<file path="src/rtl/rhnc_pkg.sv">
package rhnc_pkg;

  localparam int unsigned WORD_W = 32;
  localparam int unsigned VB_W   = 3;
  localparam int unsigned CNT_W  = 11;
  localparam int unsigned SUM_W  = 42;

  // Word indexes within the header
  localparam logic [CNT_W-1:0] IDX_REGION      = 11'd15;
  localparam logic [CNT_W-1:0] IDX_SUM_FIRST   = 11'd16;
  localparam logic [CNT_W-1:0] IDX_ARCADE_LAST = 11'd767;
  localparam logic [CNT_W-1:0] IDX_CLASS       = 11'd1023;
  localparam logic [CNT_W-1:0] CNT_SAT         = 11'd1024;

  typedef enum logic [1:0] {
    ORD_BIG     = 2'd0,
    ORD_SWAP    = 2'd1,
    ORD_LITTLE  = 2'd2,
    ORD_UNKNOWN = 2'd3
  } order_e;

  typedef enum logic [3:0] {
    CIC_6101 = 4'd0,
    CIC_6102 = 4'd1,
    CIC_7101 = 4'd2,
    CIC_7102 = 4'd3,
    CIC_6103 = 4'd4,
    CIC_7103 = 4'd5,
    CIC_6105 = 4'd6,
    CIC_7105 = 4'd7,
    CIC_6106 = 4'd8,
    CIC_7106 = 4'd9,
    CIC_8303 = 4'd10,
    CIC_8401 = 4'd11,
    CIC_5167 = 4'd12,
    CIC_DDUS = 4'd13,
    CIC_5101 = 4'd14
  } cic_e;

  typedef struct packed {
    logic is_pal;
    cic_e code;
    logic known;
  } class_t;

endpackage

</file>
<file path="src/rtl/rhnc_in_if.sv">
interface rhnc_in_if;
  import rhnc_pkg::*;

  logic              valid;
  logic              ready;
  logic [WORD_W-1:0] raw_word;
  logic [VB_W-1:0]   valid_bytes;
  logic              first_word;

  modport source (output valid, output raw_word, output valid_bytes, output first_word,
                  input ready);
  modport sink   (input valid, input raw_word, input valid_bytes, input first_word,
                  output ready);
endinterface

</file>
<file path="src/rtl/rhnc_out_if.sv">
interface rhnc_out_if;
  import rhnc_pkg::*;

  logic              valid;
  logic              ready;
  logic [WORD_W-1:0] norm_word;
  logic [1:0]        byte_order;
  logic              class_valid;
  logic              is_pal;
  logic [3:0]        cic_code;
  logic              cic_known;

  modport source (output valid, output norm_word, output byte_order, output class_valid,
                  output is_pal, output cic_code, output cic_known, input ready);
  modport sink   (input valid, input norm_word, input byte_order, input class_valid,
                  input is_pal, input cic_code, input cic_known, output ready);
endinterface

</file>
<file path="src/rtl/rhnc_norm.sv">
module rhnc_norm (
  input  logic [rhnc_pkg::WORD_W-1:0] raw_word_i,
  input  logic [rhnc_pkg::VB_W-1:0]   valid_bytes_i,
  input  logic                        first_word_i,
  input  rhnc_pkg::order_e            order_q_i,
  output rhnc_pkg::order_e            order_o,
  output logic [rhnc_pkg::WORD_W-1:0] norm_word_o
);
  import rhnc_pkg::*;

  localparam logic [WORD_W-1:0] HDR_BIG_A = 32'h40123780;
  localparam logic [WORD_W-1:0] HDR_BIG_B = 32'h40072780;
  localparam logic [WORD_W-1:0] HDR_BIG_C = 32'h41123780;
  localparam logic [WORD_W-1:0] HDR_SWP_A = 32'h12408037;
  localparam logic [WORD_W-1:0] HDR_SWP_B = 32'h07408027;
  localparam logic [WORD_W-1:0] HDR_SWP_C = 32'h12418037;
  localparam logic [WORD_W-1:0] HDR_LIT_A = 32'h80371240;
  localparam logic [WORD_W-1:0] HDR_LIT_B = 32'h80270740;
  localparam logic [WORD_W-1:0] HDR_LIT_C = 32'h80371241;

  localparam logic [7:0] LB_BIG    = 8'h80;
  localparam logic [7:0] LB_SWP_A  = 8'h37;
  localparam logic [7:0] LB_SWP_B  = 8'h27;
  localparam logic [7:0] LB_LIT_A  = 8'h40;
  localparam logic [7:0] LB_LIT_B  = 8'h41;

  function automatic order_e pick_order(input logic [WORD_W-1:0] w);
    order_e o;
    unique case (w)
      HDR_BIG_A, HDR_BIG_B, HDR_BIG_C: o = ORD_BIG;
      HDR_SWP_A, HDR_SWP_B, HDR_SWP_C: o = ORD_SWAP;
      HDR_LIT_A, HDR_LIT_B, HDR_LIT_C: o = ORD_LITTLE;
      default: begin
        // fall back on the low byte alone
        unique case (w[7:0])
          LB_BIG:             o = ORD_BIG;
          LB_SWP_A, LB_SWP_B: o = ORD_SWAP;
          LB_LIT_A, LB_LIT_B: o = ORD_LITTLE;
          default:            o = ORD_UNKNOWN;
        endcase
      end
    endcase
    return o;
  endfunction

  logic [WORD_W-1:0] masked;
  logic              full;
  logic              pair;

  assign order_o = first_word_i ? pick_order(raw_word_i) : order_q_i;

  always_comb begin
    full = 1'b1;
    pair = 1'b1;
    unique case (valid_bytes_i)
      3'd1: begin
        masked = {24'd0, raw_word_i[7:0]};
        full   = 1'b0;
        pair   = 1'b0;
      end
      3'd2: begin
        masked = {16'd0, raw_word_i[15:0]};
        full   = 1'b0;
      end
      3'd3: begin
        masked = {8'd0, raw_word_i[23:0]};
        full   = 1'b0;
      end
      default: masked = raw_word_i;  // zero and four to seven count as a full word
    endcase
  end

  always_comb begin
    norm_word_o = masked;
    unique case (order_o)
      ORD_SWAP: begin
        if (full) begin
          norm_word_o = {masked[23:16], masked[31:24], masked[7:0], masked[15:8]};
        end else if (pair) begin
          norm_word_o = {masked[31:16], masked[7:0], masked[15:8]};
        end
      end
      ORD_LITTLE: begin
        if (full) begin
          norm_word_o = {masked[7:0], masked[15:8], masked[23:16], masked[31:24]};
        end
      end
      ORD_BIG, ORD_UNKNOWN: norm_word_o = masked;
      default:              norm_word_o = masked;
    endcase
  end
endmodule

</file>
<file path="src/rtl/rhnc_classify.sv">
module rhnc_classify (
  input  logic [rhnc_pkg::SUM_W-1:0] main_sum_i,
  input  logic [rhnc_pkg::SUM_W-1:0] arcade_sum_i,
  input  logic [7:0]                 region_char_i,
  output rhnc_pkg::class_t           class_o
);
  import rhnc_pkg::*;

  typedef struct packed {
    logic hit;
    logic is_pal;
    cic_e code;
  } sig_t;

  function automatic logic region_is_pal(input logic [7:0] c);
    logic p;
    unique case (c)
      8'h44, 8'h46, 8'h48, 8'h49, 8'h4c, 8'h50,       // D F H I L P
      8'h53, 8'h55, 8'h57, 8'h58, 8'h59: p = 1'b1;    // S U W X Y
      default:                           p = 1'b0;
    endcase
    return p;
  endfunction

  function automatic sig_t match_sig(input logic [SUM_W-1:0] s, input logic pal);
    sig_t r;
    r.hit    = 1'b1;
    r.is_pal = pal;
    r.code   = CIC_6101;
    unique case (s)
      42'h0a316adc55a, 42'h0a30dacd530, 42'h0039c981107,
      42'h0d2828281b0, 42'h09acc31e644, 42'h09474732e6b:
        r.code = pal ? CIC_7101 : CIC_6102;
      42'h0a405397b05, 42'h0a3fc388adb: begin
        r.is_pal = 1'b1;
        r.code   = CIC_7102;
      end
      42'h0a0f26f62fe, 42'h0a0e96e72d4: begin
        r.is_pal = 1'b0;
        r.code   = CIC_6101;
      end
      42'h0a9229d7c45, 42'h0a9199c8c1b, 42'h0271316d406:
        r.code = pal ? CIC_7103 : CIC_6103;
      42'h0f8b860ed00, 42'h0f8af5ffcd6:
        r.code = pal ? CIC_7105 : CIC_6105;
      42'h0ba5ba4b8cd:
        r.code = pal ? CIC_7106 : CIC_6106;
      42'h12daafc8aab: r.code = CIC_5167;
      42'h0a9df4b39e1: r.code = CIC_8303;
      42'h0aa764e39e1: r.code = CIC_8401;
      42'h0abb0b739e1: r.code = CIC_DDUS;
      42'h081ce470326, 42'h0827a47195a, 42'h082551e4848:
        r.code = CIC_5101;
      default: r.hit = 1'b0;
    endcase
    return r;
  endfunction

  logic pal_region;
  sig_t main_m;
  sig_t arc_m;

  assign pal_region = region_is_pal(region_char_i);
  assign main_m     = match_sig(main_sum_i, pal_region);
  assign arc_m      = match_sig(arcade_sum_i, pal_region);

  // main sum wins, then arcade sum, then the region default
  always_comb begin
    priority if (main_m.hit) begin
      class_o = '{is_pal: main_m.is_pal, code: main_m.code, known: 1'b1};
    end else if (arc_m.hit) begin
      class_o = '{is_pal: arc_m.is_pal, code: arc_m.code, known: 1'b1};
    end else begin
      class_o = '{is_pal: pal_region, code: (pal_region ? CIC_7101 : CIC_6102),
                  known: 1'b0};
    end
  end
endmodule

</file>
<file path="src/rtl/rom_header_normalize_classify_core.sv">
// ROM header normaliser and boot chip / region classifier.
//
// in_i carries one beat per 32-bit ROM word (file byte 0 in bits 7:0), with
// valid_bytes for a short last word and first_word on the first beat of a
// file. The first word picks the byte order for the whole file. out_o gives
// one beat per input beat: the word in big-endian file order, the byte order
// in use, and on the beat for header word 1023 the classification (region,
// boot chip code, and whether a checksum signature matched).
//
// An accepted input beat reaches its output beat through the input register,
// the normalise/accumulate register and the result register. One beat
// per cycle is sustained while the receiver keeps ready high; the 42-bit sum
// update and the signature compare each sit in a stage of their own.
//
// Reset empties the pipeline and sets the order to unknown, the word count,
// sums and region byte to zero. When the receiver stalls, a full stage holds
// and bubbles close up behind it, so ready stays high until all three stages
// hold a beat.
module rom_header_normalize_classify_core (
  input  logic clk_i,
  input  logic rst_ni,
  rhnc_in_if.sink    in_i,
  rhnc_out_if.source out_o
);
  import rhnc_pkg::*;

  // Stage 1: input register
  logic              v1_q;
  logic [WORD_W-1:0] raw1_q;
  logic [VB_W-1:0]   vb1_q;
  logic              first1_q;

  // Stage 2: normalised word, sums updated on entry
  logic              v2_q;
  logic [WORD_W-1:0] nw2_q;
  order_e            ord2_q;
  logic              cls2_q;

  // Stage 3: result register
  logic              v3_q;
  logic [WORD_W-1:0] nw3_q;
  order_e            ord3_q;
  logic              cls3_q;
  class_t            class3_q;

  // File state
  order_e            order_q,      order_d;
  logic [CNT_W-1:0]  word_count_q, word_count_d;
  logic [SUM_W-1:0]  main_sum_q,   main_sum_d;
  logic [SUM_W-1:0]  arcade_sum_q, arcade_sum_d;
  logic [7:0]        region_q,     region_d;

  logic              ready1, ready2, ready3;
  logic              s1_go, s2_go;
  logic [CNT_W-1:0]  idx;
  logic [WORD_W-1:0] nw;
  class_t            class_c;

  // Elastic handshake: a stage takes a beat when empty or when its own beat leaves
  assign ready3     = !v3_q || out_o.ready;
  assign ready2     = !v2_q || ready3;
  assign ready1     = !v1_q || ready2;
  assign in_i.ready = ready1;
  assign s1_go      = v1_q && ready2;
  assign s2_go      = v2_q && ready3;

  rhnc_norm u_norm (
    .raw_word_i    (raw1_q),
    .valid_bytes_i (vb1_q),
    .first_word_i  (first1_q),
    .order_q_i     (order_q),
    .order_o       (order_d),
    .norm_word_o   (nw)
  );

  // A first word restarts the count at zero
  assign idx = first1_q ? '0 : word_count_q;

  always_comb begin
    word_count_d = (idx >= CNT_SAT) ? CNT_SAT : idx + 11'd1;
    main_sum_d   = first1_q ? '0 : main_sum_q;
    arcade_sum_d = first1_q ? '0 : arcade_sum_q;
    region_d     = first1_q ? '0 : region_q;
    if (idx == IDX_REGION) begin
      region_d = nw[23:16];
    end
    if (idx >= IDX_SUM_FIRST && idx <= IDX_CLASS) begin
      main_sum_d = main_sum_q + SUM_W'(nw);
    end
    if (idx >= IDX_SUM_FIRST && idx <= IDX_ARCADE_LAST) begin
      arcade_sum_d = arcade_sum_q + SUM_W'(nw);
    end
  end

  // Sums seen here already include the beat in stage 2 and nothing later
  rhnc_classify u_classify (
    .main_sum_i    (main_sum_q),
    .arcade_sum_i  (arcade_sum_q),
    .region_char_i (region_q),
    .class_o       (class_c)
  );

  always_ff @(posedge clk_i or negedge rst_ni) begin
    if (!rst_ni) begin
      v1_q         <= 1'b0;
      v2_q         <= 1'b0;
      v3_q         <= 1'b0;
      order_q      <= ORD_UNKNOWN;
      word_count_q <= '0;
      main_sum_q   <= '0;
      arcade_sum_q <= '0;
      region_q     <= '0;
    end else begin
      if (ready1) begin
        v1_q <= in_i.valid;
      end
      if (ready2) begin
        v2_q <= v1_q;
      end
      if (ready3) begin
        v3_q <= v2_q;
      end
      // Advance file state as each beat enters stage 2
      if (s1_go) begin
        order_q      <= order_d;
        word_count_q <= word_count_d;
        main_sum_q   <= main_sum_d;
        arcade_sum_q <= arcade_sum_d;
        region_q     <= region_d;
      end
    end
  end

  // Payload registers: hold while the stage is stalled
  always_ff @(posedge clk_i) begin
    if (in_i.valid && ready1) begin
      raw1_q   <= in_i.raw_word;
      vb1_q    <= in_i.valid_bytes;
      first1_q <= in_i.first_word;
    end
    if (s1_go) begin
      nw2_q  <= nw;
      ord2_q <= order_d;
      cls2_q <= (idx == IDX_CLASS);
    end
    if (s2_go) begin
      nw3_q  <= nw2_q;
      ord3_q <= ord2_q;
      cls3_q <= cls2_q;
      // Drop the classification fields on all other words
      class3_q <= cls2_q ? class_c : class_t'{is_pal: 1'b0, code: CIC_6101, known: 1'b0};
    end
  end

  assign out_o.valid       = v3_q;
  assign out_o.norm_word   = nw3_q;
  assign out_o.byte_order  = ord3_q;
  assign out_o.class_valid = cls3_q;
  assign out_o.is_pal      = class3_q.is_pal;
  assign out_o.cic_code    = class3_q.code;
  assign out_o.cic_known   = class3_q.known;

`ifndef SYNTHESIS
  // An unmatched header falls back on the region default
  a_default_code: assert property (@(posedge clk_i) disable iff (!rst_ni)
    out_o.valid && out_o.class_valid && !out_o.cic_known |->
      ((out_o.is_pal && out_o.cic_code == CIC_7101) ||
       (!out_o.is_pal && out_o.cic_code == CIC_6102)))
    else $error("default boot chip code does not follow region");

  // Words without classification carry cleared class fields
  a_no_class: assert property (@(posedge clk_i) disable iff (!rst_ni)
    out_o.valid && !out_o.class_valid |->
      (!out_o.is_pal && !out_o.cic_known && out_o.cic_code == CIC_6101))
    else $error("class fields set on an unclassified word");

  // A first word restarts the count and clears the sums
  a_first_restart: assert property (@(posedge clk_i) disable iff (!rst_ni)
    s1_go && first1_q |=> (word_count_q == 11'd1 && main_sum_q == '0 &&
                           arcade_sum_q == '0))
    else $error("first word did not restart the file state");

  // The count holds at saturation until the next file
  a_count_sat: assert property (@(posedge clk_i) disable iff (!rst_ni)
    s1_go && !first1_q && word_count_q == CNT_SAT |=> word_count_q == CNT_SAT)
    else $error("word count left saturation");
`endif
endmodule
</file>
<file path="src/flat_wrapper.sv">
// flat-port wrapper written by rule: the top's interface ports become plain ports
module rom_header_normalize_classify_core_flat import rhnc_pkg::*;
  (clk_i, rst_ni, in_i_valid, in_i_raw_word, in_i_valid_bytes, in_i_first_word, in_i_ready, out_o_valid, out_o_norm_word, out_o_byte_order, out_o_class_valid, out_o_is_pal, out_o_cic_code, out_o_cic_known, out_o_ready);
  rhnc_in_if in_i_i ();
  rhnc_out_if out_o_i ();
  input  logic clk_i;
  input  logic rst_ni;
  input wire logic [$bits(in_i_i.valid)-1:0] in_i_valid;
  input wire logic [$bits(in_i_i.raw_word)-1:0] in_i_raw_word;
  input wire logic [$bits(in_i_i.valid_bytes)-1:0] in_i_valid_bytes;
  input wire logic [$bits(in_i_i.first_word)-1:0] in_i_first_word;
  output wire logic [$bits(in_i_i.ready)-1:0] in_i_ready;
  output wire logic [$bits(out_o_i.valid)-1:0] out_o_valid;
  output wire logic [$bits(out_o_i.norm_word)-1:0] out_o_norm_word;
  output wire logic [$bits(out_o_i.byte_order)-1:0] out_o_byte_order;
  output wire logic [$bits(out_o_i.class_valid)-1:0] out_o_class_valid;
  output wire logic [$bits(out_o_i.is_pal)-1:0] out_o_is_pal;
  output wire logic [$bits(out_o_i.cic_code)-1:0] out_o_cic_code;
  output wire logic [$bits(out_o_i.cic_known)-1:0] out_o_cic_known;
  input wire logic [$bits(out_o_i.ready)-1:0] out_o_ready;
  assign in_i_i.valid = in_i_valid;
  assign in_i_i.raw_word = in_i_raw_word;
  assign in_i_i.valid_bytes = in_i_valid_bytes;
  assign in_i_i.first_word = in_i_first_word;
  assign in_i_ready = in_i_i.ready;
  assign out_o_valid = out_o_i.valid;
  assign out_o_norm_word = out_o_i.norm_word;
  assign out_o_byte_order = out_o_i.byte_order;
  assign out_o_class_valid = out_o_i.class_valid;
  assign out_o_is_pal = out_o_i.is_pal;
  assign out_o_cic_code = out_o_i.cic_code;
  assign out_o_cic_known = out_o_i.cic_known;
  assign out_o_i.ready = out_o_ready;
  rom_header_normalize_classify_core u_core (.clk_i(clk_i), .rst_ni(rst_ni), .in_i(in_i_i), .out_o(out_o_i));
endmodule
</file>
<file path="config.mk">
export PLATFORM = sky130hd
export DESIGN_NAME = rom_header_normalize_classify_core_flat
export DESIGN_NICKNAME = d
export VERILOG_FILES = /design/src/rtl/rhnc_pkg.sv /design/src/rtl/rhnc_in_if.sv /design/src/rtl/rhnc_out_if.sv /design/src/rtl/rhnc_norm.sv /design/src/rtl/rhnc_classify.sv /design/src/rtl/rom_header_normalize_classify_core.sv /design/src/flat_wrapper.sv
export SDC_FILE = /design/constraint.sdc
export NUM_CORES = 1
export LEC_CHECK = 0
export ABC_AREA = 1
export BUFFER_PORTS_ARGS = -buffer_cell sky130_fd_sc_hd__clkbuf_2
export CAP_MARGIN = 10
export CORE_MARGIN = 2
export CORE_UTILIZATION = 40
export DETAILED_ROUTE_END_ITERATION = 8
export PLACE_DENSITY_LB_ADDON = 0.12
export SKIP_CTS_REPAIR_TIMING = 1
export SLEW_MARGIN = 5
export SYNTH_ARGS = -nofsm -noshare
export SYNTH_HDL_FRONTEND = slang
export SYNTH_SLANG_ARGS = --single-unit
</file>
<file path="constraint.sdc">
create_clock -name clk_i -period 4.9 [get_ports clk_i]
set_clock_uncertainty 0.15 [all_clocks]
set_input_delay 0.735 -clock clk_i [delete_from_list [all_inputs] [get_ports clk_i]]
set_output_delay 0.735 -clock clk_i [all_outputs]
set_load 0.05 [all_outputs]
</file>
Word level (Yosys, flattened, before mapping):

Index checks and enable logic that the tools add are counted.

* reduce and logical (&&, ||, !) cells: 40
* add/sub/neg operators: 3
* mux-type cells: 28
* magnitude comparators: 4
* equality and inequality tests: 79

Operators by type and width (number)
* 42-bit by 40-bit == test with 1-bit output, second input constant: 40
* 32-bit case mux with 3 select lines: 2
* 42-bit 2-to-1 mux: 3
* 8-bit by 7-bit == test with 1-bit output, second input constant: 13
* 32-bit by 31-bit == test with 1-bit output, second input constant: 3
* 32-bit == test, second input constant: 3
* 42-bit by 32-bit adder with 42-bit output: 2
* 42-bit by 34-bit == test with 1-bit output, second input constant: 2
* 42-bit by 38-bit == test with 1-bit output, second input constant: 2
* 42-bit by 41-bit == test with 1-bit output, second input constant: 2
* 4-bit case mux with 10 select lines: 2
* 32-bit by 29-bit == test with 1-bit output, second input constant: 2
* 32-bit 2-to-1 mux: 2
* 23-bit OR reduction: 2
* 32-bit by 27-bit == test with 1-bit output, second input constant: 1
* 3-bit OR reduction: 8
* 11-bit by 10-bit less-or-equal comparator with 1-bit output, second input constant: 2
* 11-bit 2-to-1 mux: 2
* 2-bit OR reduction: 9
* 8-bit by 6-bit == test with 1-bit output, second input constant: 2
* 16-bit 2-to-1 mux: 1
* 8-bit 2-to-1 mux: 2
* 6-bit 2-to-1 mux: 2
* 2-bit case mux with 3 select lines: 2
* 21 further kinds: 43

* bits in registers: 220
* input bits: 40
* logic and storage cells: 174
* output and inout bits: 43

Depth between registers and ports, before layout:

Gate-level depths: netlist of the first run.

* word-level depth: 10
* gate-level depth with buffers: 29
* depth with buffers taken out: 28

Cells and area by module:

A second synthesis of the first run with hierarchy kept.

* cell total of the unflattened synthesis: 3501
* area total of the unflattened synthesis: 20791.2 µm²

By module, submodules not included
* rom_header_normalize_classify_core: cells an instance 1735, area an instance 13160.1 µm², times used 1, seq. area each 6068.3 µm²
* rhnc_classify: cells an instance 1451, area an instance 6135.9 µm², times used 1, seq. area each 0.0 µm²
* rhnc_norm: cells an instance 315, area an instance 1495.2 µm², times used 1, seq. area each 0.0 µm²

Worst setup path after synthesis of the first run:

No wires, ideal clock.

* kind: reg-to-reg
* start: register u_core.raw1_q[1]
* end: register u_core.main_sum_q[30]
* library setup time: 0.127 ns
* required time: 4.623 ns
* arrival: 3.958 ns
* setup slack: 0.666 ns
* stages on the path, launching flop included: 28
* buffers on the path: 2
* path through: edfxtp_1 nor3_1 nand2_1 nor2_1 a41oi_1 nand2_1 o21ai_0 inv_1 ha_1 clkbuf_1 clkinv_1 clkbuf_1 a211oi_1 a21oi_1 ha_1 fa_1 nand2_1 o21ai_0 nand2_1 nand2_1 nand2_1 nand2_1 a21oi_1 inv_1 nand4_1 nand3_1 nand3_1 o21ai_0

* word-level cells in the longest chain between the ends: 10
* elaborated cells between the ends (all ways): 34
* those cells by class: add/sub: 1; eq/ne: 17; mux: 9; reduce/logical: 7

Ends and longest elaborated chain
* start: declaration: line rom_header_normalize_classify_core.sv:29 `logic [WORD_W-1:0] raw1_q;`
* start signal: assignment: line rom_header_normalize_classify_core.sv:137 `raw1_q <= in_i.raw_word;`
* 8-bit by 7-bit == test with 1-bit output / 8-bit by 6-bit == test with 1-bit output (equally long branches): line rhnc_norm.sv:35 `unique case (w[7:0])`
* 2-bit OR reduction: line rhnc_norm.sv:35
* 2-bit case mux with 3 select lines: line rhnc_norm.sv:35
* 2-bit case mux with 3 select lines (*): line rhnc_norm.sv:29 `unique case (w)`
* 2-bit 2-to-1 mux (*): line rhnc_norm.sv:50 `assign order_o = first_word_i ? pick_order(raw_word_i) : order_q_i;`
* net u_core.order_d[1]: line rom_header_normalize_classify_core.sv:47 `order_e order_q, order_d;`
* 2-bit == test / 2-bit zero test (equally long branches): line rhnc_norm.sv:75 `unique case (order_o)`
* 2-bit OR reduction: line rhnc_norm.sv:75
* 32-bit case mux with 3 select lines (*): line rhnc_norm.sv:75
* net u_core.nw[0]: line rom_header_normalize_classify_core.sv:56 `logic [WORD_W-1:0] nw;`
* 42-bit by 32-bit adder with 42-bit output (*): line rom_header_normalize_classify_core.sv:88 `main_sum_d = main_sum_q + SUM_W'(nw);`
* 42-bit 2-to-1 mux (*): line rom_header_normalize_classify_core.sv:87 `if (idx >= IDX_SUM_FIRST && idx <= IDX_CLASS) begin`
* end signal: assignment: line rom_header_normalize_classify_core.sv:127 `main_sum_q <= main_sum_d;`
* end: declaration: line rom_header_normalize_classify_core.sv:49 `logic [SUM_W-1:0] main_sum_q, main_sum_d;`

The timed path passes the listed nets; every way through them passes the cells marked *.
A chain may end at the register's enable or synchronous reset.

Final worst setup path of the first run:

* start: register u_core.raw1_q[7]
* end: register u_core.arcade_sum_q[35]

* word-level cells in the longest chain between the ends: 10
* elaborated cells between the ends (all ways): 34
* those cells by class: add/sub: 1; eq/ne: 17; mux: 9; reduce/logical: 7

Ends and longest elaborated chain
* 8-bit by 7-bit == test with 1-bit output / 8-bit by 6-bit == test with 1-bit output (equally long branches): line rhnc_norm.sv:35
* 2-bit OR reduction: line rhnc_norm.sv:35
* 2-bit case mux with 3 select lines: line rhnc_norm.sv:35
* 2-bit case mux with 3 select lines (*): line rhnc_norm.sv:29
* 2-bit 2-to-1 mux (*): line rhnc_norm.sv:50
* net u_core.order_d[1]: line rom_header_normalize_classify_core.sv:47
* 2-bit == test / 2-bit zero test (equally long branches): line rhnc_norm.sv:75
* 2-bit OR reduction: line rhnc_norm.sv:75
* 32-bit case mux with 3 select lines (*): line rhnc_norm.sv:75
* net u_core.nw[18]: line rom_header_normalize_classify_core.sv:56
* 42-bit by 32-bit adder with 42-bit output (*): line rom_header_normalize_classify_core.sv:91 `arcade_sum_d = arcade_sum_q + SUM_W'(nw);`
* 42-bit 2-to-1 mux (*): line rom_header_normalize_classify_core.sv:90 `if (idx >= IDX_SUM_FIRST && idx <= IDX_ARCADE_LAST) begin`
* end signal: assignment: line rom_header_normalize_classify_core.sv:128 `arcade_sum_q <= arcade_sum_d;`
* end: declaration: line rom_header_normalize_classify_core.sv:50 `logic [SUM_W-1:0] arcade_sum_q, arcade_sum_d;`

Marked as above.

==> summary.md, run 1 <==
| Metric | Value |
|---|---|
| GR peak layer | `met2` |
| Latest clock arrival within the worst-skew pair | `~570 ps` |
| Yosys reg bits | `220` |
| Asr flop ratio synth | `a little under 50%` |
| Via count | `22900` |
| Port Buffers | `just over 80` |
| Critical Path Most Common Cell | `o21ai_0` |
| Number of flops mapped to enable cells by yosys | `112` |
| Post-synth cell types | `53` |
| Top delay family on crit path | `compound AO/OA/AOI/OAI gates` |
| Initial Utilization | `around 41%` |
| Row count | `80` |
| Post-DP HPWL | `75700 um` |
| Status | `completed` |
| Clock sink count | `220` |
| Routed vias/inst | `around 5.9` |
| Hold Crit Class | `in -> reg` |
| Max-cap violations | `0` |
| P_leak | `about 9.8 nW` |
| DRT antenna net count | `0` |
| CTS clk-pin slew, worst paths | `70 ps` |
| CTS tree | `done` |
| Synth top cells by count | `nand2_1 (768), nor2_1 (574), inv_1 (434), nand3_1 (240), a21oi_1 (128)` |
| Startpoint types | `flip-flop` |
| Mapped Area | `19400 sq um` |
| CP required | `~5200 ps` |
| Layout area overhead | `14.3%` |
| Crit Path Max Fanout | `14` |
| GRT met1 Usage | `50.1%` |
| Critical Path AT | `between 5000 and 6000 ps` |
| Crit end category | `flip-flop` |
| Pre-CTS WS | `-271 ps` |
| Die area | `50300 sq um` |
| Syn Nets | `around 3200` |
| Synth top area share | `between 10% and 20%` |
| Power per cell area | `546 nW/um^2` |
| Sum Neg Setup Slack | `0 ps` |
| Synth area leaders | `edfxtp_1 (17%), nand2_1 (15%), dfrtp_1 (14%)` |
| Crit Path Category | `reg -> reg` |
| Synth Area per Inst | `6.34 sq um` |
| CP bufs+invs | `4` |
| Gpl congestion | `roughly 1.1` |
| GR Util met2 | `54.8%` |
| GR Util met3 | `7.08%` |
| Fmax | `~210 MHz` |
| Crit-path cells | `nand4_1 -> nor2_1 -> a41oi_1 -> nand2_1 -> o21ai_1 -> ha_4 -> buf_4 -> o21ai_0 -> nor2_1 -> a21oi_1 -> a21oi_2 -> ha_1 -> nand2_1 -> nand2_1 -> inv_1 -> o21ai_0 -> inv_1 -> o21ai_0 -> buf_4 -> o21ai_0 -> nand3_1 -> a21oi_1 -> nor2_1` |
| Initial antenna violation count | `1` |
| Die height | `between 200 and 250 um` |
| Most common cell in the synthesized netlist | `nand2_1` |
| Final hold vios | `0` |
| Final WL | `92800 um` |
| Slew headroom | `30.0%` |
| DRC viols | `0` |
| Die width | `between 200 and 250 um` |
| Area leader, netlist | `edfxtp_1` |
| Final Critical Period | `around 4700 ps` |
| Max incr delay on CP | `around 520 ps` |
| Ant diodes | `0` |
| CTS Buffer Depth | `3` |
| Register area share after synthesis | `31.3%` |
| Period utilisation layout | `96.4%` |
| Share of layout cells above drive strength 1 | `roughly 8.5%` |
| CP max stage cell | `edfxtp_1` |
| Final setup violating endpoints | `0` |
| Worst VDD drop | `roughly 0.0004 V` |
| GRT Overall Usage | `between 30% and 40%` |
| Total grt overflow | `0` |
| First-pass GRT wire length | `between 100000 and 150000 um` |
| Routed wire per std cell | `24.0 um` |
| Drt pass-1 iters | `6` |
| Number of global-route vias before repair | `about 22000` |
| # IOs | `83` |
| Core area | `47800 sq um` |
| Synthesized instance count | `between 3000 and 4000` |
| Ys flop type | `edfxtp_1` |
| Pins over their slew limit | `0` |
| Iter 0 DRT Violations | `slightly below 3000` |
| Worst-Margin Slew | `around 1000 ps` |
| Final WS setup | `between 150 and 200 ps` |
| Largest net degree at the start of global routing | `around 50` |
| Clk root buf | `clkbuf_16` |
| # nets final | `3342` |
| Yosys warnings | `0` |
| CTS Buf Count | `26` |
| Htree depth | `1` |
## sequential cells by signal, summed over array words and instances, names as in the netlist
register,count
u_core.cls2_q,1
u_core.out_o.valid,1
u_core.out_o.cic_known,1
u_core.out_o.class_valid,1
u_core.arcade_sum_q,42
u_core.first1_q,1
u_core.v1_q,1
u_core.v2_q,1
u_core.ord2_q,2
u_core.out_o.is_pal,1
u_core.vb1_q,3
u_core.word_count_q,11
u_core.out_o.cic_code,4
u_core.region_q,8
u_core.order_q,2
u_core.main_sum_q,42
u_core.raw1_q,32
u_core.out_o.norm_word,32
u_core.nw2_q,32
u_core.out_o.byte_order,2
## cell usage in the layout, fill, tap and decap left out, types with 4 or more instances in the layout
master,count
o21bai_1,18
a21oi_1,122
nand4_1,64
xnor2_1,18
a21oi_2,4
a31oi_1,27
buf_4,94
o21ai_0,115
nor4_1,21
nand2_2,5
o21ai_1,6
a22oi_1,7
edfxtp_1,112
and3_1,4
a22o_1,6
o22ai_2,4
nand3b_1,7
inv_1,433
or2_2,10
a21o_1,13
xor2_1,30
clkbuf_16,27
o22ai_1,56
nor3_2,4
nor2_1,574
clkinvlp_4,5
clkinv_1,6
nor3b_1,7
nand3_1,240
o211ai_1,8
bufinv_16,4
nor3_1,101
a211oi_1,4
clkbuf_2,81
nand2_1,768
dfrtp_1,106
ha_1,73
## final timing paths
kind                                    from                          to  slack (ps)  depth (start not counted)
max                         u_core.raw1_q[7]     u_core.arcade_sum_q[35]         180                         23
min                        in_i_raw_word[31]           u_core.raw1_q[31]         210                          1
max reg2reg                 u_core.raw1_q[7]     u_core.arcade_sum_q[35]         180                         23
min reg2reg                 u_core.nw2_q[27]  u_core.out_o.norm_word[27]         260                          0
max in group asynchronous             rst_ni       u_core.main_sum_q[36]        3170                          3
min in group asynchronous             rst_ni      u_core.arcade_sum_q[0]         450                          2
## area by class of cell
| class | instances | area, sq um |
|---|---|---|
| Tap cell | 615 | 769 |
| Clock inverter | 19 | 214 |
| Timing Repair Buffer | 178 | 1160 |
| Inverter | 437 | 1640 |
| Fill cell | 4990 | 25700 |
| Multi-Input combinational cell | 2361 | 11600 |
| Clock buffer | 27 | 676 |
| Sequential cell | 220 | 6070 |
## layer usage
metal	vias up	part of all wire, %
li1	10400	-
met5	-	0
met2	1419	42
met4	0	5.2
met3	285	11
met1	10800	42
## logic make-up (layout without fill, tap and decap cells)
family,Yosys count,count (layout),share of synthesized area [%]
adders and majority gates,78,78,5.11
and+or+nand+nor,1822,1822,39.7
buffers and inverters,477,661,9.44
AOI/OAI and AO/OA,413,413,12.3
xor gates and xnor gates,48,48,2.17
DFF,220,220,31.3
## worst reg2reg max path, delay by kind of cell, from the launching register on
kind	cells	cell delay [ps]
fa+ha+maj	2	630
flops	1	520
simple gates	8	940
compound gates	9	1920
buf+inv	4	480
## stage by stage
| step | instance area [sq um] | utilization, % | cells | hold WS, ps | power, mW |
|---|---|---|---|---|---|
| after floorplan | 19400 | - | 3058 | 250 | 6.96 |
| final | 22200 | 46.3 | 3857 | 206 | 12.1 |
| after global placement | 21100 | 44.1 | 3806 | 253 | 9.64 |
| after CTS | 22000 | 46.0 | 3852 | -104 | 11.8 |
| after global routing | 22200 | 46.3 | 3857 | 188 | 12.7 |
| after detailed placement | 21100 | 44.1 | 3806 | 255 | 9.65 |
## power by group
group          internal [mW]  total [mW]  switching, mW
registers               2.50        3.15          0.656
logic                   1.83        6.89           5.06
clock network           1.21        2.06          0.852
total                   5.54        12.1           6.56
Power figures use the tool's default switching activity.
==> run 2: changes to the inputs <==
==> constraint.sdc (replaced) <==
create_clock -name clk_i -period 4.9 [get_ports clk_i]
set_clock_uncertainty 0.15 [all_clocks]
set_input_delay 0.245 -clock clk_i [delete_from_list [all_inputs] [get_ports clk_i]]
set_output_delay 0.245 -clock clk_i [all_outputs]
set_load 0.05 [all_outputs]
==> summary.md, run 2 (same netlist as run 1, synthesis figures left out) <==
| Metric | Value |
|---|---|
| Status | `completed (unchanged)` |
| Sequential Area | `6070 sq um (unchanged)` |
| Power consumption | `12.0 mW (was 12.1 mW)` |
| Fill cells | `4964 (was 4990)` |
| CTS Buffer Depth | `3 (unchanged)` |
| Multi-input logic area | `11600 sq um (about the same)` |
| Die area | `50300 sq um (unchanged)` |
| Number of global-route vias before repair | `21200 (was 21700)` |
| Final hold vios | `0 (unchanged)` |
| Largest net degree at the start of global routing | `57 (was 51)` |
| Slew headroom | `40.0% (was 30.0%)` |
| Worst hold slack | `243 ps (was 206 ps)` |
| Hold Crit Class | `in -> async (was in -> reg)` |
| Routed vias/inst | `5.83 (was 5.95)` |
| Max-cap violations | `0 (unchanged)` |
| Initial antenna violation count | `1 (unchanged)` |
| Final Critical Period | `4860 ps (was 4720 ps)` |
| Latest clock arrival within the worst-skew pair | `580 ps (was 570 ps)` |
| Startpoint types | `flip-flop (unchanged)` |
| Die height | `224 um (unchanged)` |
| Ant diodes | `0 (unchanged)` |
| # nets final | `3385 (was 3342)` |
| Iter 0 DRT Violations | `2897 (was 2927)` |
| Most common cell after layout, fill and taps aside | `nand2_1 (unchanged)` |
| Top flop regs | `u_core.arcade_sum_q x42, u_core.main_sum_q x42 (unchanged)` |
| Via count | `22700 (was 22900)` |
| Gpl congestion | `1.07 (was 1.09)` |
| Share of layout cells above drive strength 1 | `8.61% (was 8.54%)` |
| Pins over their slew limit | `0 (unchanged)` |
| Core area | `47800 sq um (unchanged)` |
| Period utilisation layout | `99.2% (was 96.4%)` |
| Crit Path Category | `reg -> reg (unchanged)` |
| Fmax | `206 MHz (was 212 MHz)` |
| Port Buffers | `82 (unchanged)` |
| Drt pass-1 iters | `9 (was 6)` |
| Crit Path Max Fanout | `11 (was 14)` |
| Clock sink count | `220 (unchanged)` |
| Post-DP HPWL | `75700 um (about the same)` |
| Final setup violating endpoints | `0 (unchanged)` |
| CP required | `5200 ps (about the same)` |
| Initial Utilization | `40.5% (unchanged)` |
| Final WL | `92800 um (about the same)` |
| Clk root buf | `clkbuf_16 (unchanged)` |
| Die width | `224 um (unchanged)` |
| Worst-Margin Slew | `896 ps (was 1050 ps)` |
| Power per cell area | `531 nW/um^2 (was 546 nW/um^2)` |
| Total grt overflow | `0 (unchanged)` |
| Layout area overhead | `16.2% (was 14.3%)` |
| Routed wire per std cell | `23.8 um (was 24.0 um)` |
| CTS Buf Count | `26 (unchanged)` |
| Most frequent cells in the layout | `nand2_1 (767), nor2_1 (574), inv_1 (433) (was nand2_1 (768), nor2_1 (574), inv_1 (433))` |
| GRT Overall Usage | `36.0% (was 36.3%)` |
| CTS clk-pin slew, worst paths | `80 ps (was 70 ps)` |
| Crit end category | `flip-flop (unchanged)` |
| # IOs | `83 (unchanged)` |
| CTS tree | `done (unchanged)` |
| First-pass GRT wire length | `134000 um (was 135000 um)` |
| Post-route core utilization | `47.1% (was 46.3%)` |
| DRC viols | `0 (unchanged)` |
| Worst VDD drop | `0.000416 V (was 0.000390 V)` |
| DRT antenna net count | `0 (unchanged)` |
| Row count | `80 (unchanged)` |
| Htree depth | `1 (unchanged)` |
| Sum Neg Setup Slack | `0 ps (unchanged)` |
| P_leak | `9.93 nW (was 9.78 nW)` |
| Critical Path AT | `5160 ps (was 5020 ps)` |
[run 2: cell count changes in the layout (fill, tap and decap cells not counted), sizes merged]
cell	before	now
inv	437	438
clkinvlp	6	9
buf	96	101
clkinv	9	5
bufinv	4	2
dlygate4sd3	1	39
clkbuf	108	111
[run 2: worst paths after layout]
check	startpoint	end	slack, ps	cells after the start
worst max register to register	u_core.raw1_q[1]	u_core.arcade_sum_q[35]	40	23
worst min-delay path	rst_ni	u_core.arcade_sum_q[13]	240	2
worst max-delay path	u_core.raw1_q[1]	u_core.arcade_sum_q[35]	40	23
worst min register to register	u_core.nw2_q[3]	u_core.out_o.norm_word[3]	270	0
max in group asynchronous	rst_ni	u_core.main_sum_q[6]	3060	3
min in group clk_i	in_i_raw_word[8]	u_core.raw1_q[8]	250	2
[run 2: worst max-delay path: stages, from the launching register on]
cell	delay, ps
edfxtp_1	410
nor3_2	240
nand2_1	70
nor2_1	140
a41oi_1	80
nand2_1	80
o21ai_0	140
inv_1	110
ha_1	240
clkinvlp_4	210
buf_4	220
o21ai_0	150
a31oi_1	60
buf_4	180
ha_1	420
nand2_1	130
nor2_1	170
inv_1	120
nor4_1	590
o21ai_0	390
nand3_1	240
nand3_1	90
nand2_1	90
nor2_1	40
[run 2: layout make-up]
type	count	area share, %
Clock buffer	30	3.05
Clock inverter	17	0.760
Inverter	437	7.29
Multi-Input combinational cell	2361	51.5
Sequential cell	220	26.9
Tap cell	615	3.41
Timing Repair Buffer	221	7.03
[run 2: power breakdown]
| part | leakage (nW) | switching (mW) | internal, mW |
|---|---|---|---|
| combinational | 6.98 | 5.00 | 1.84 |
| clock | 0.394 | 0.859 | 1.12 |
| sequential | 2.56 | 0.654 | 2.50 |
[run 2: per-stage QoR]
| step | instance area [sq um] | worst slack, ps | instances |
|---|---|---|---|
| floorplan | 19400 | 666 | 3058 |
| global placement | 21100 | -159 | 3803 |
| detailed placement | 21100 | 8.33 | 3804 |
| CTS | 21900 | 14.0 | 3851 |
| global route | 22500 | -93.8 | 3901 |
| finish | 22500 | 41.0 | 3901 |
[run 2: metal layers]
metal | track usage (%) | part of all wire (%) | vias up
met3 | 5.98 | 9.9 | 230
met4 | 15.4 | 5.2 | 2
met2 | 54.2 | 42 | 1327
met5 | 0 | 0.014 | -
met1 | 50.9 | 43 | 10700
li1 | - | - | 10500
